[src/hdl/cwd_pkg.sv]
`timescale 1ns / 1ps
// ----------------------------------------------------------------------------
// cwd_pkg
// Types and constants of the crc-checked word deframer.
// ----------------------------------------------------------------------------
package cwd_pkg;

    localparam logic [7:0] CRC_POLY = 8'h31;
    localparam logic [7:0] CRC_INIT = 8'hFF;
    localparam logic [7:0] CRC_TOP  = 8'h80;

    localparam int WORD_NUM_W = 5;

    // byte position inside a 3-byte word
    localparam logic [1:0] POS_FIRST  = 2'd0;
    localparam logic [1:0] POS_SECOND = 2'd1;
    localparam logic [1:0] POS_CHECK  = 2'd2;

    typedef struct packed {
        logic [15:0]           word_value;
        logic                  crc_mismatch;
        logic                  response_error;
        logic [WORD_NUM_W-1:0] word_number;
        logic                  pair_done;
        logic [31:0]           pair_value;
    } t_result;

endpackage

[src/hdl/cwd_crc8.sv]
`timescale 1ns / 1ps
// ----------------------------------------------------------------------------
// cwd_crc8
// One-byte update of the crc-8 (polynomial 0x31, msb first, no final xor).
// ----------------------------------------------------------------------------
module cwd_crc8 (
    input  logic [7:0] i_crc,
    input  logic [7:0] i_byte,
    output logic [7:0] o_crc
);

    logic [7:0] crc_work;

    always_comb begin
        crc_work = i_crc ^ i_byte;
        for (int k = 0; k < 8; k++) begin
            if ((crc_work & cwd_pkg::CRC_TOP) != 8'h00) begin
                crc_work = {crc_work[6:0], 1'b0} ^ cwd_pkg::CRC_POLY;
            end else begin
                crc_work = {crc_work[6:0], 1'b0};
            end
        end
        o_crc = crc_work;
    end

endmodule

[src/hdl/cwd_tracker.sv]
`timescale 1ns / 1ps
// ----------------------------------------------------------------------------
// cwd_tracker
// Response state: byte position, running crc, word pairing, sticky error and
// word count. Builds the result of a completed word in the same cycle.
// ----------------------------------------------------------------------------
module cwd_tracker #(
    parameter int MAX_WORDS = 32
) (
    input  logic             i_clk,
    input  logic             i_rst_n,
    input  logic             i_en,
    input  logic             i_first,
    input  logic [7:0]       i_byte,
    output logic             o_result_valid,
    output cwd_pkg::t_result o_result
);

    localparam int LIMIT_INT = (MAX_WORDS - 1 > 31) ? 31 : MAX_WORDS - 1;
    localparam logic [cwd_pkg::WORD_NUM_W-1:0] WORD_LIMIT =
        cwd_pkg::WORD_NUM_W'(LIMIT_INT);

    logic [1:0]                      r_pos,   n_pos;
    logic [7:0]                      r_hi,    n_hi;
    logic [7:0]                      r_lo,    n_lo;
    logic [7:0]                      r_crc,   n_crc;
    logic [15:0]                     r_upper, n_upper;
    logic                            r_odd,   n_odd;
    logic                            r_err,   n_err;
    logic [cwd_pkg::WORD_NUM_W-1:0]  r_count, n_count;

    logic [1:0]                      eff_pos;
    logic [15:0]                     eff_upper;
    logic                            eff_odd;
    logic                            eff_err;
    logic [cwd_pkg::WORD_NUM_W-1:0]  eff_count;
    logic [7:0]                      crc_seed;
    logic [7:0]                      crc_next;
    logic [15:0]                     word;
    logic                            mism;

    // a start flag clears the response state before the byte is taken
    always_comb begin
        eff_pos   = i_first ? cwd_pkg::POS_FIRST : r_pos;
        eff_upper = i_first ? 16'h0000 : r_upper;
        eff_odd   = i_first ? 1'b0 : r_odd;
        eff_err   = i_first ? 1'b0 : r_err;
        eff_count = i_first ? '0 : r_count;
        crc_seed  = (eff_pos == cwd_pkg::POS_SECOND) ? r_crc : cwd_pkg::CRC_INIT;
    end

    cwd_crc8 u_crc8 (
        .i_crc  (crc_seed),
        .i_byte (i_byte),
        .o_crc  (crc_next)
    );

    always_comb begin
        n_pos          = eff_pos;
        n_hi           = r_hi;
        n_lo           = r_lo;
        n_crc          = r_crc;
        n_upper        = eff_upper;
        n_odd          = eff_odd;
        n_err          = eff_err;
        n_count        = eff_count;
        word           = {r_hi, r_lo};
        mism           = (i_byte != r_crc);
        o_result_valid = 1'b0;
        o_result       = '0;
        case (eff_pos)
            cwd_pkg::POS_SECOND: begin
                n_crc = crc_next;
                n_lo  = i_byte;
                n_pos = cwd_pkg::POS_CHECK;
            end
            cwd_pkg::POS_CHECK: begin
                n_err   = eff_err | mism;
                n_count = (eff_count < WORD_LIMIT) ?
                          cwd_pkg::WORD_NUM_W'(eff_count + 1'b1) : eff_count;
                n_pos   = cwd_pkg::POS_FIRST;
                n_crc   = cwd_pkg::CRC_INIT;
                o_result_valid          = 1'b1;
                o_result.word_value     = word;
                o_result.crc_mismatch   = mism;
                o_result.response_error = eff_err | mism;
                o_result.word_number    = eff_count;
                if (eff_odd) begin
                    o_result.pair_done  = 1'b1;
                    o_result.pair_value = {eff_upper, word};
                    n_odd               = 1'b0;
                end else begin
                    n_upper = word;
                    n_odd   = 1'b1;
                end
            end
            default: begin
                // unused position code behaves as the first byte
                n_crc = crc_next;
                n_hi  = i_byte;
                n_pos = cwd_pkg::POS_SECOND;
            end
        endcase
    end

    always_ff @(posedge i_clk) begin
        if (!i_rst_n) begin
            r_pos   <= cwd_pkg::POS_FIRST;
            r_hi    <= 8'h00;
            r_lo    <= 8'h00;
            r_crc   <= cwd_pkg::CRC_INIT;
            r_upper <= 16'h0000;
            r_odd   <= 1'b0;
            r_err   <= 1'b0;
            r_count <= '0;
        end else if (i_en) begin
            r_pos   <= n_pos;
            r_hi    <= n_hi;
            r_lo    <= n_lo;
            r_crc   <= n_crc;
            r_upper <= n_upper;
            r_odd   <= n_odd;
            r_err   <= n_err;
            r_count <= n_count;
        end
    end

endmodule

[src/hdl/crc_checked_word_deframer.sv]
`timescale 1ns / 1ps
// ----------------------------------------------------------------------------
// crc_checked_word_deframer
// Splits a sensor response byte stream into crc-8 checked 16-bit words.
// ----------------------------------------------------------------------------
// Input channel (i_valid / o_stall) carries one byte per transfer with
// i_first_byte marking the start of a response. Every third byte of a
// response (the crc byte) yields one word on the output channel
// (o_valid / i_stall) with its crc check, a sticky response error flag, the
// saturating word index, and on every second word the 32-bit pair value.
// Data and partial words give no output word.
// Path: an accepted byte is held in the input register; the word it completes
// is then written into the output register, which drives o_valid.
// Throughput: one byte per cycle while the output is not stalled, set by the
// single-byte crc update that sits between the input and output registers.
// Reset clears both register stages and the response state (no word pending,
// crc seed 0xff). While the receiver stalls a held word, o_stall is raised
// and both stages hold; nothing is dropped.
// ----------------------------------------------------------------------------
module crc_checked_word_deframer #(
    parameter int MAX_WORDS = 32
) (
    input  logic        i_clk,
    input  logic        i_rst_n,
    input  logic        i_valid,
    output logic        o_stall,
    input  logic        i_first_byte,
    input  logic [7:0]  i_data_byte,
    output logic        o_valid,
    input  logic        i_stall,
    output logic [15:0] o_word_value,
    output logic        o_crc_mismatch,
    output logic        o_response_error,
    output logic [4:0]  o_word_number,
    output logic        o_pair_done,
    output logic [31:0] o_pair_value
);

    logic             advance;
    logic             r_in_valid;
    logic             r_in_first;
    logic [7:0]       r_in_byte;
    logic             r_out_valid;
    cwd_pkg::t_result r_out;
    logic             res_valid;
    cwd_pkg::t_result res;

    // whole pipe moves unless a held word is being stalled
    assign advance = !r_out_valid || !i_stall;
    assign o_stall = !advance;

    always_ff @(posedge i_clk) begin
        if (!i_rst_n) begin
            r_in_valid  <= 1'b0;
            r_out_valid <= 1'b0;
        end else if (advance) begin
            r_in_valid  <= i_valid;
            r_out_valid <= r_in_valid && res_valid;
        end
    end

    always_ff @(posedge i_clk) begin
        if (advance) begin
            r_in_first <= i_first_byte;
            r_in_byte  <= i_data_byte;
        end
        if (advance && r_in_valid && res_valid) begin
            r_out <= res;
        end
    end

    cwd_tracker #(
        .MAX_WORDS (MAX_WORDS)
    ) u_tracker (
        .i_clk          (i_clk),
        .i_rst_n        (i_rst_n),
        .i_en           (advance && r_in_valid),
        .i_first        (r_in_first),
        .i_byte         (r_in_byte),
        .o_result_valid (res_valid),
        .o_result       (res)
    );

    assign o_valid          = r_out_valid;
    assign o_word_value     = r_out.word_value;
    assign o_crc_mismatch   = r_out.crc_mismatch;
    assign o_response_error = r_out.response_error;
    assign o_word_number    = r_out.word_number;
    assign o_pair_done      = r_out.pair_done;
    assign o_pair_value     = r_out.pair_value;

endmodule

[config.mk]
export PLATFORM = sky130hd
export DESIGN_NAME = crc_checked_word_deframer
export DESIGN_NICKNAME = d
export VERILOG_FILES = /design/src/hdl/cwd_pkg.sv /design/src/hdl/cwd_crc8.sv /design/src/hdl/cwd_tracker.sv /design/src/hdl/crc_checked_word_deframer.sv
export SDC_FILE = /design/constraint.sdc
export NUM_CORES = 1
export LEC_CHECK = 0
export BUFFER_PORTS_ARGS = -buffer_cell sky130_fd_sc_hd__buf_2
export CORE_MARGIN = 2
export CORE_UTILIZATION = 51
export CTS_CLUSTER_DIAMETER = 60
export DETAILED_ROUTE_END_ITERATION = 12
export PLACE_DENSITY = 0.81
export SYNTH_ARGS = -nofsm -noshare
export SYNTH_HDL_FRONTEND = slang
export SYNTH_SLANG_ARGS = --single-unit
[constraint.sdc]
create_clock -name i_clk -period 3 [get_ports i_clk]
set_input_delay 0.75 -clock i_clk [delete_from_list [all_inputs] [get_ports i_clk]]
set_output_delay 0.75 -clock i_clk [all_outputs]
set_load 0.01 [all_outputs]
After elaboration in Yosys (flattened, before gate mapping)
Cells that the tools add are included.
{ "totals": {"reg_bits": 116, "output_inout_bits": 58} }
{ "op_classes": {"addsub": 1, "order_cmp": 1, "eq_ne": 3, "n_mux": 25, "n_bitwise": 11, "n_reduce_logical": 11} }
{ "op_table": {"columns": ["cell", "n"], "rows": [
  ["2-to-1 mux 16 bit", 3],
  ["2-to-1 mux 6 bit", 8],
  ["2-to-1 mux 33 bit", 1],
  ["NOT 3 bit", 8],
  ["2-to-1 mux 8 bit", 2],
  ["2-to-1 mux 5 bit", 3],
  ["!= test 8 bit", 1],
  ["bitwise XOR 8 bit", 1],
  ["2-to-1 mux 1 bit", 6],
  ["AND reduction 2 bit", 3],
  ["adder 5 x 1 -> 5 bit (second input constant)", 1],
  ["less-than comparator 5 bit (second input constant)", 1],
  ["one-hot mux 2 bit (2 select lines)", 1],
  ["logical AND 1 bit", 3],
  ["zero test 1 bit", 3],
  ["== test 2 x 1 -> 1 bit (second input constant)", 1],
  ["== test 2 bit (second input constant)", 1],
  ["2-to-1 mux 2 bit", 1],
  ["OR reduction 2 bit", 1],
  ["logical OR 1 bit", 1],
  ["NOT 1 bit", 1],
  ["bitwise OR 1 bit", 1]
]} }

Logic depth before layout (Yosys ltp)
{ "depth": {"ltp_word": 21, "ltp_mapped": 10, "depth_no_buf": 8} }

Cells and area by module
From an unflattened synthesis, not the netlist that was laid out.
{ "unflattened": {"hier_cells": 394, "hier_area_um2": 4860.9} }
{ "by_module_without_submodules": {"columns": ["module", "instances", "cells_each", "area_per_inst_um2"], "rows": [
  ["cwd_tracker", 1, 297, 2583.7],
  ["crc_checked_word_deframer", 1, 76, 2042.0],
  ["cwd_crc8", 1, 21, 235.2]
]} }

Worst setup path before layout
Ideal clock, no wire load.
{ "synth_timing": {"path_kind": "input to register", "start": "input i_stall", "end": "register u_tracker.r_count[4] in the netlist's numbering", "setup_ns": 0.070, "arrival_ns": 2.890, "setup_slack_ns": 0.040, "cell_stages": 8, "path_buffers": 1, "path_cell_list": "nand2_1 > and2_1 > buf_2 > nand2_1 > inv_2 > nand3_1 > or4_1 > a21boi_1"} }
{ "synth_via": {"elab_chain_cells": 3} }
{ "synth_lines": {"columns": ["item", "line", "text"], "rows": [
  ["start: declaration", "crc_checked_word_deframer.sv:30", "input logic i_stall,"],
  ["zero test 1 bit", "crc_checked_word_deframer.sv:49", "assign advance = !r_out_valid || !i_stall;"],
  ["logical OR 1 bit", "crc_checked_word_deframer.sv:49", null],
  ["logical AND 1 bit", "crc_checked_word_deframer.sv:77", ".i_en (advance && r_in_valid),"],
  ["end signal: assignment", "cwd_tracker.sv:124", "r_count <= n_count;"],
  ["end: declaration", "cwd_tracker.sv:30", "logic [cwd_pkg::WORD_NUM_W-1:0] r_count, n_count;"]
]} }
No other way between the ends.
A chain may end at the register's enable or synchronous reset.

Worst setup path after layout
{ "layout_timing": {"start": "register r_in_first", "end": "register u_tracker.r_upper[9]"} }
{ "layout_via": {"elab_chain_cells": 3, "elab_cells_between_ends": 6} }
{ "layout_lines": {"columns": ["item", "line", "text"], "rows": [
  ["start: declaration", "crc_checked_word_deframer.sv:41", "logic r_in_first;"],
  ["start signal: assignment", "crc_checked_word_deframer.sv:64", "r_in_first <= i_first_byte;"],
  ["2-to-1 mux 2 bit, or another cell as far along", "cwd_tracker.sv:44", "eff_pos = i_first ? cwd_pkg::POS_FIRST : r_pos;"],
  ["== test 2 bit or 2-to-1 mux 16 bit (tied branches)", "cwd_tracker.sv:71, cwd_tracker.sv:88", null],
  ["2-to-1 mux 16 bit (*)", "cwd_tracker.sv:71", "case (eff_pos)"],
  ["end signal: assignment", "cwd_tracker.sv:121", "r_upper <= n_upper;"],
  ["end: declaration", "cwd_tracker.sv:27", "logic [15:0] r_upper, n_upper;"]
]} }
Every way passes the cells marked *; elsewhere a longest branch is shown, timed or not.

==> impl_metrics.yaml <==
critical_path:
  setup.worst_path.class: "flop to flop"
  timing.critical_path.from_type: "flop"
  critPathCaptureType: "flop"
  worstPathMaxFanout: 16
  worst-endpoint-arrival_ps: 2950
  required_ps: 3450
sta:
  max_slew_margin_pct: 27.1
  clock.fmax_mhz: 400
  finalHoldViolations: 0
  setup_tns_ps: 0
  grt_setup_unrepaired: "no"
  final.hold.worst_slack_ps: 406
  post-route-period-util_pct: 83.4
  slew_violations: 0
  clock-skew-final_ps: 14.4
  tightestPinTransition_ps: 1090
  setup_viol: 0
  finalWorstPathRequiredPeriod_ps: 2500
grt:
  largest_net_degree_at_the_start_of_global_routing: 59
  globalRoute.totalOverflow: 0
  number_of_global_route_vias_before_repair: 3059
  first_pass_grt_wire_length_mm: 15.2
  antenna_violations_before_repair: 0
  global_route.usage.total_pct: 19.6
logic_synthesis:
  syn_area_per_cell_um2: 11.9
  register_bit_count_reported_by_yosys: 116
  synth_cells: 404
  mappedNetlistNets: 422
  yosys_cell_types: 39
  synth.yosys.seq_area_share_pct: 62.1
  synth.yosys.warnings: 0
  syn_area_um2: 4790
layout:
  most-common-layout-cells: "buf_2 (70), edfxtp_1 (65), and2_1 (55), dfxtp_1 (51), nand2_1 (46)"
  share_of_cells_above_drive_strength_1_pct: 24.4
  design.final.nets: 497
  final_common_cell: "buf_2"
  antenna_cells: 0
  flow.area_growth_from_synthesis_pct: 22.6
placement:
  gp_routability_congestion: 0.835
  detailed_place_hpwl_mm: 6.14
  numPortBuffers: 70
worst_hold_path:
  hold_class: "input port to flop"
power_and_ir_drop:
  worst_ir_drop_vdd_mv: 0.375
  p_per_area_nw_per_um2: 672
  leakage_nw: 2.33
cts:
  clk_pin_slew_ps: 60
  cts-hold-fix-buffers: 0
  htree_num_levels: 4
  clock-sinks: 116
  postCtsResizedCells: 0
  buffer_count_from_post_cts_setup_fixing: 0
  clkLatencyLatePin_ps: 520
  cts-buffers-inserted: 17
  cts_tree: "done"
  max-clock-path-buffers: 2
  clock_tree.root_cell: "clkbuf_8"
routing:
  vias: 3237
  detail_route.iter0.violations: 217
  number_of_optimization_iterations_in_the_first_detailed_route_pass: 4
  count_of_antenna_violating_nets_left_after_detailed_routing: 0
  drc: 0
  drt-total-wl_mm: 9.32
  route.detailed.vias_per_inst: 5.37
  drt-wirelength-per-cell_um: 15.5
floorplanning:
  placeableCoreArea_um2: 9150
  num_io_pins: 71
  die-area_um2: 10200
  floorplan.initialDensity_pct: 52.3
  die_height_um: 101
  num_rows: 35
  floorplan.die.width_um: 101
run_status:
  outcome: "finished, final reports clean"
job:
  max_cap_violations: 0
critical path, cell delays in order, from the launching register on:
cell and delay [ps]:
edfxtp_1 400, nor2b_1 220, inv_1 80, ha_1 310, inv_1 200, nor2_1 60
o21ai_1 830, a22oi_1 140, nor2b_1 180
sequential cells by signal (all words and copies together) (netlist names), 2 cells and up:
name               cells
o_word_value          16
u_tracker.r_hi         8
u_tracker.r_upper     16
o_pair_value          32
r_in_byte              8
u_tracker.r_crc        8
u_tracker.r_pos        2
u_tracker.r_count      5
u_tracker.r_lo         8
o_word_number          5
cell type report:
class                   instances  area, µm²
multi-input cells             259       1700
flip-flops and latches        116       2970
inverters                       6       22.5
repair buffers                 79        430
clock buffers                  17        414
fillers                       678       3280
clock inverters                15        195
well taps                     111        139
metal layers:
layer	GRT usage [%]	wire length [µm]
met1	24.1	3940
met2	33.5	4760
met3	4.37	483
met4	7.90	143
met5	0	0
worst paths after layout:
kind,start,end,slack [ps],cells past startpoint
max,r_in_first$_DFFE_PN_,u_tracker.r_upper[9]$_SDFFE_PN0P_,500,8
min,i_data_byte[0],r_in_byte[0]$_DFFE_PN_,410,1
max reg2reg,r_in_first$_DFFE_PN_,u_tracker.r_upper[9]$_SDFFE_PN0P_,500,8
min reg2reg,u_tracker.r_pos[0]$_SDFFE_PN0P_,u_tracker.r_pos[0]$_SDFFE_PN0P_,460,2
cell families (layout without fill, tap and decap cells):
group / Yosys count / after routing / synth area share (%)
AO/OA/AOI/OAI: 60 / 60 / 9.04
XOR/XNOR: 33 / 33 / 6.82
adder cells (fa/ha/maj): 5 / 5 / 1.31
flip-flops: 116 / 116 / 62.1
AND/OR/NAND/NOR: 161 / 161 / 18.2
buffers and inverters: 29 / 117 / 2.51
synthesized netlist by cell type (all sizes together):
cell type	number	area share, %
and3	4	0.63
buf	4	0.52
o21ai	3	0.31
o21a	1	0.16
edfxtp	65	41
xnor3	1	0.50
nand3	19	2.0
nor4	2	0.26
a22o	1	0.18
nand4	1	0.13
xor2	17	3.1
a21o	1	0.16
inv	6	0.47
nor3	1	0.10
clkbuf	19	1.5
dfxtp	51	21
a22oi	18	2.8
ha	5	1.3
nor2	4	0.31
nand2b	1	0.13
a21boi	23	3.6
a311oi	1	0.31
o311ai	1	0.18
xnor2	15	3.2
and2	55	7.2
or4	1	0.16
nand2	46	3.6
nor2b	25	3.4
nor3b	2	0.31
a21oi	5	0.52
o22ai	6	0.78
through the flow:
| step | worst slack [ps] | area [µm²] | power (W) | util, % | std cells |
|---|---|---|---|---|---|
| 2_1_floorplan | 39.9 | 4790 | 0.00188 | - | 404 |
| 3_3_place_gp | 717 | 5260 | 0.00192 | 57.5 | 571 |
| 3_5_place_dp | 545 | 5260 | 0.00192 | 57.5 | 571 |
| 4_1_cts | 487 | 5870 | 0.00397 | 64.1 | 603 |
| 5_1_grt | 187 | 5870 | 0.00405 | 64.1 | 603 |
| 6_report | 499 | 5870 | 0.00395 | 64.1 | 603 |
report_power, final:
group	internal, W	switching, W	total [W]	leakage (nW)
registers	0.00169	0.0000354	0.00172	1.08
logic	0.0000787	0.0000827	0.000161	0.956
clock network	0.00129	0.000769	0.00206	0.298
total	0.00306	0.000887	0.00395	2.33
No activity file was read; power rests on OpenSTA's default activity.
